`src/hw/rtl/assert_macros.svh`:
```
// Assertion macros shared by the log2 pipeline modules.
`ifndef ASSERT_MACROS_SVH
`define ASSERT_MACROS_SVH

// Clocked assertion, disabled while reset is asserted.
`define FPL2_ASSERT(lbl, prop, msg) \
	lbl: assert property (@(posedge clk) disable iff (!arst_n) prop) \
		else $error(msg);

// Condition that must never be seen at a clock edge.
`define FPL2_NEVER(lbl, expr, msg) \
	`FPL2_ASSERT(lbl, !(expr), msg)

`endif

```
`src/hw/rtl/fpl2_pkg.sv`:
```
// Constants, stage payload type and helper functions of the log2 pipeline.
package fpl2_pkg;

	localparam int IN_WIDTH  = 64;
	localparam int FRAC_BITS = 5;
	localparam int VAL_W     = 64;
	localparam int POS_W     = 6;
	localparam int LOG_W     = POS_W + FRAC_BITS;
	localparam int TBL_LEN   = 5;
	localparam int COEF_W    = 16;
	localparam int STEP_FRAC = 15;
	// running product keeps enough fraction bits for every cell but the last
	localparam int T_FRAC    = STEP_FRAC * (TBL_LEN - 1);
	localparam int T_W       = T_FRAC + 1;
	localparam int PROD_W    = T_W + COEF_W;
	localparam int CMP_FRAC  = T_FRAC + STEP_FRAC;
	localparam int MANT_PAD  = CMP_FRAC - (VAL_W - 1);

	localparam logic [VAL_W-1:0] IN_MASK = {VAL_W{1'b1}} >> (VAL_W - IN_WIDTH);
	localparam logic [T_W-1:0]   T_ONE   = {1'b1, {T_FRAC{1'b0}}};

	// 2^(1/2^(k+1)) in Q1.15
	localparam logic [COEF_W-1:0] ROOT_TBL [TBL_LEN] = '{
		16'hB504, 16'h9837, 16'h8B95, 16'h85AA, 16'h82CD
	};

	typedef struct packed {
		logic                 zero;
		logic [POS_W-1:0]     pos;
		logic [VAL_W-1:0]     mant;
		logic [T_W-1:0]       t;
		logic [FRAC_BITS-1:0] frac;
	} fpl2_stage_t;

	// Leading-one position: per-byte encoders, then pick the highest busy byte.
	function automatic logic [POS_W-1:0] lead_one(input logic [VAL_W-1:0] v);
		logic [7:0] any_b;
		logic [2:0] sub [8];
		logic [2:0] hi;
		for (int b = 0; b < 8; b++) begin
			any_b[b] = |v[8*b +: 8];
			sub[b]   = 3'd0;
			for (int i = 0; i < 8; i++) begin
				if (v[8*b + i]) begin
					sub[b] = 3'(i);
				end
			end
		end
		hi = 3'd0;
		for (int b = 0; b < 8; b++) begin
			if (any_b[b]) begin
				hi = 3'(b);
			end
		end
		return {hi, sub[hi]};
	endfunction

	function automatic logic [LOG_W-1:0] pack_log(input fpl2_stage_t s);
		if (s.zero) begin
			return {LOG_W{1'b1}};
		end
		return {s.pos, s.frac};
	endfunction

endpackage

```
`src/hw/rtl/fpl2_cell.sv`:
```
// One fraction cell: multiply by a root constant, compare with the mantissa, settle one bit.
`include "assert_macros.svh"

module fpl2_cell import fpl2_pkg::*; (
	input  logic              clk,
	input  logic              arst_n,
	input  logic [COEF_W-1:0] coef,
	input  logic              up_valid,
	output logic              up_ready,
	input  fpl2_stage_t       up,
	output logic              dn_valid,
	input  logic              dn_ready,
	output fpl2_stage_t       dn
);

	logic              v_q;
	fpl2_stage_t       st_q;
	logic              en;
	logic [PROD_W-1:0] cand;
	logic [PROD_W-1:0] target;
	logic              take;

	assign en       = !v_q || dn_ready;
	assign up_ready = en;

	// both sides carry CMP_FRAC fraction bits
	assign cand   = PROD_W'(up.t) * PROD_W'(coef);
	assign target = PROD_W'({up.mant, {MANT_PAD{1'b0}}});
	assign take   = (cand <= target);

	always_ff @(posedge clk or negedge arst_n) begin
		if (!arst_n) begin
			v_q <= 1'b0;
		end else if (en) begin
			v_q <= up_valid;
		end
	end

	always_ff @(posedge clk) begin
		if (en && up_valid) begin
			st_q.zero <= up.zero;
			st_q.pos  <= up.pos;
			st_q.mant <= up.mant;
			// keep the product when the bit is set; it stays below 2.0
			st_q.t    <= take ? cand[STEP_FRAC +: T_W] : up.t;
			st_q.frac <= FRAC_BITS'({up.frac, take});
		end
	end

	assign dn_valid = v_q;
	assign dn       = st_q;

	`FPL2_ASSERT(a_prod_range, v_q |-> st_q.t[T_W-1], "running product left [1,2)")

endmodule

```
`config.mk`:
```
export PLATFORM = sky130hd
export DESIGN_NAME = fpl2_cell
export DESIGN_NICKNAME = d
export VERILOG_FILES = /design/src/hw/rtl/fpl2_pkg.sv /design/src/hw/rtl/fpl2_cell.sv
export VERILOG_INCLUDE_DIRS = /design/src /design/src/hw/rtl
export SDC_FILE = /design/constraint.sdc
export NUM_CORES = 2
export LEC_CHECK = 0
export ABC_AREA = 0
export BUFFER_PORTS_ARGS = -buffer_cell sky130_fd_sc_hd__buf_2
export CORE_AREA = 2 2 243 245
export DETAILED_ROUTE_END_ITERATION = 10
export DIE_AREA = 0 0 245 247
export PLACE_DENSITY = 0.89
export SYNTH_ARGS = -nofsm -noshare
export SYNTH_HDL_FRONTEND = slang
export SYNTH_SLANG_ARGS = --single-unit
```
`constraint.sdc`:
```
create_clock -name clk -period 5.5 [get_ports clk]
set_clock_uncertainty 0.15 [all_clocks]
set_input_delay 0.55 -clock clk [delete_from_list [all_inputs] [get_ports clk]]
set_output_delay 0.55 -clock clk [all_outputs]
set_load 0.01 [all_outputs]
```
==> impl_metrics.csv <==
group,metric,value,unit
worst_setup_path,crit_type,"primary input to register",
clocking,tritoncts,"built",
route,postRouteAntennaNets,0,
yosys,synth.avg_cell_area,9.386,um^2
route,vias,34190,
floorplan,design.core.area,58240,um^2
timing,rsz_0062_raised_after_global_routing,"true",
timing,post-route-worst-setup-slack,-4.769,ns
worst_setup_path,critPathLaunchType,"primary input",
yosys,synth_nets,5116,
clocking,cts-root-buf,"clkbuf_16",
route,route.detailed.wl_per_inst,24.81,um
worst_setup_path,ff2ff_path_depth,3,
clocking,tritoncts_sink_count,138,
final_layout,post_route_cells_drive_above_1_share,25.13,%
timing,maxClockFrequency,97.38,MHz
grt,grt_antenna_before_repair,3,
yosys,synth_simple_gate_area_share,15.44,%
worst_setup_path,data_required_time_of_the_worst_path,5.61,ns
floorplan,initial_core_util,63.21,%
yosys,synthXorXnorAreaFrac,1.594,%
placement,placement.setup.worst_slack,-4.912,ns
final_layout,post-route-util,78.59,%
worst_setup_path,worst_r2r_setup_slack,3.24,ns
worst_setup_path,worstPathArrival,10.38,ns
yosys,postSynth.topFlopCell,"edfxtp_1",
yosys,post_synth_inst_count,3922,
clocking,clock_insertion_delay_at_the_later_pin_of_the_skew_report,0.52,ns
final_layout,layout_fillers,2925,
floorplan,total_die_area,60520,um^2
run_status,status,"finished, violations left",
yosys,postSynth.asyncResetShare,0.7246,%
worst_setup_path,rr_endpoint,"dn[39]",
placement,hpwlAfterDp,97110,um
yosys,synthDistinctLibCells,67,
yosys,main_combinational_cell_family_by_area_after_synthesis,"adder cells",
worst_setup_path,crit_path_max_fanout,5,
route,drt_pre_antenna_iters,10,
worst_hold_path,min-delay-path-class,"primary input to register",
clocking,cts_buffers,17,
timing,whs,0.04784,ns
worst_setup_path,timing.critical_path.slowest_stage_cell,"a31oi_1",
final_layout,multi_input_area,29460,um^2
final_layout,stdcell_area,45770,um^2
timing,timing_worst_slew_pin_value,0.9041,ns
final_layout,area.sequential,4139,um^2
yosys,mux_cell_area_share_after_synthesis,2.437,%
grt,grt_pass1_wl,198200,um
final_layout,fin_nets,5872,
route,drc,0,
floorplan,chipHeight,247,um
run,maxCapViolations,0,
clocking,cts.clk_slew.worst_paths,0.07,ns
timing,timing.final.setup_violations,62,
grt,grt.overflow.total,0,
yosys,synth_seq_area_share,11.24,%
grt,grt_pass1_vias,37273,
floorplan,floorplan.io_pins,296,
clocking,htree_levels,4,
yosys,synth-warning-count,0,
run_status,failed_checks,"setup timing",
timing,hold_viol_final,0,
route,postRouteWirelength,135700,um
yosys,netlist_area,36810,um^2
yosys,synth.ff_latch_count,138,
grt,globalRouteTotalUtil,43.68,%
worst_setup_path,worstSetupEndpointType,"register",
timing,fin_crit,10.27,ns
grt,grt_max_degree,75,
placement,portBuffers,294,
clocking,cts_buffer_depth,2,
placement,place_area,43300,um^2
timing,slew-limit-headroom,39.72,%
final_layout,layout-area-overhead-vs-synth,24.34,%
worst_hold_path,hold-path-cell-count,1,
worst_setup_path,critPathMaxStageDelay,0.60,ns
worst_hold_path,worst_hold_path.endpoint,"dn[4]",
placement,gp_congestion,0.9930,
worst_setup_path,critPathMostFrequentCell,"fa_1",
timing,period_share,186.7,%
timing,slew_violations,0,
yosys,synth_adder_area_share,52.05,%
route,drt_iter0_markers,4034,
yosys,synth_edf_count,137,
worst_hold_path,min-delay-start,"up[3]",
floorplan,die_width,245,um
worst_setup_path,r2r_start,"dn_valid",
floorplan,std_cell_rows,89,
yosys,synth-compound-area-share,6.121,%
route,drt-vias-per-instance,6.253,
layout by cell type (no fill, tap or decap), types with 28 or more instances in the layout:
cell type,n
inv_1,841
fa_1,811
nand2_1,725
buf_4,578
and2_1,309
buf_2,267
ha_1,192
edfxtp_1,137
a21oi_1,74
a21o_1,73
mux2_4,60
nor2_1,52
buf_12,40
o21ai_0,37
xor2_1,31
nand4_1,30
buf_6,28
Yosys cell counts (all sizes together), types with 30 or more instances:
cell type / n / share of area (%)
and2: 314 / 5.3
nand2: 734 / 7.5
a21o: 73 / 1.5
clkbuf: 195 / 2.0
nor2: 54 / 0.55
nand4: 30 / 0.51
mux2: 60 / 2.4
ha: 213 / 7.2
edfxtp: 137 / 11
fa: 824 / 45
xnor2: 34 / 0.81
xor2: 33 / 0.79
inv: 855 / 8.7
a21oi: 91 / 1.3
o21ai: 56 / 0.76
area by class of cell:
type / count / area share, %
diodes: 4 / 0.02187
clock buffers: 18 / 0.9376
clock inverters: 14 / 0.4538
inverters: 855 / 7.039
multi-input cells: 2726 / 64.35
flip-flops and latches: 138 / 9.043
well taps: 773 / 2.113
repair buffers: 939 / 16.00
repair inverters: 1 / 0.03554
critical path, delay by kind of cell:
| family | cells | cell delay (ns) |
|---|---|---|
| adders and majority gates | 8 | 3.65 |
| buffers and inverters | 14 | 1.87 |
| and+or+nand+nor | 8 | 1.50 |
| AOI/OAI and AO/OA | 10 | 2.35 |
| muxes | 1 | 0.31 |
| xor gates and xnor gates | 1 | 0.12 |
worst max-delay path by stage:
stage          cells past startpoint  startpoint  endpoint
6_report                          42     coef[7]    dn[23]
4_1_cts                           39     coef[6]     dn[8]
3_3_place_gp                      35     coef[3]    dn[19]
2_1_floorplan                     37     coef[7]    dn[10]
5_1_grt                           42     coef[6]    dn[20]
3_5_place_dp                      41     coef[1]    dn[23]
repair_timing:
item / 4_1_cts / 5_1_grt
endpoints found under the setup margin: 62 / 62
gates resized for setup: 149 / 104
cloned: 6 / 9
setup buffers: 27 / 25
endpoints found under the hold margin: 1 / 0
pin swaps: 85 / 95
hold buffers: 1 / 0
sequential cells by signal, indices dropped and copies added, names as in the netlist:
register,flops
dn,137
dn_valid,1
cells by family after synthesis:
family	Yosys count
compound gates	335
fa+ha+maj	1037
simple gates	1227
flops	138
mux	60
buf+inv	1058
xor+xnor	67
through the flow:
| stage | std cells | setup TNS [ns] |
|---|---|---|
| floorplan | 3922 | -221.80 |
| global placement | 5368 | -285.58 |
| detailed placement | 5368 | -301.69 |
| CTS | 5433 | -240.12 |
| global route | 5464 | -303.81 |
| finish | 5468 | -292.96 |
routing by layer:
| layer | GRT usage [%] | wire [um] |
|---|---|---|
| met5 | 0 | 9 |
| met4 | 36.19 | 14650 |
| met3 | 16.68 | 20160 |
| met2 | 68.72 | 61000 |
| met1 | 46.89 | 39850 |
Power is left out: the tool's default activity adds up to more than one toggle a clock period on the data nets, which glitch-free logic cannot reach.
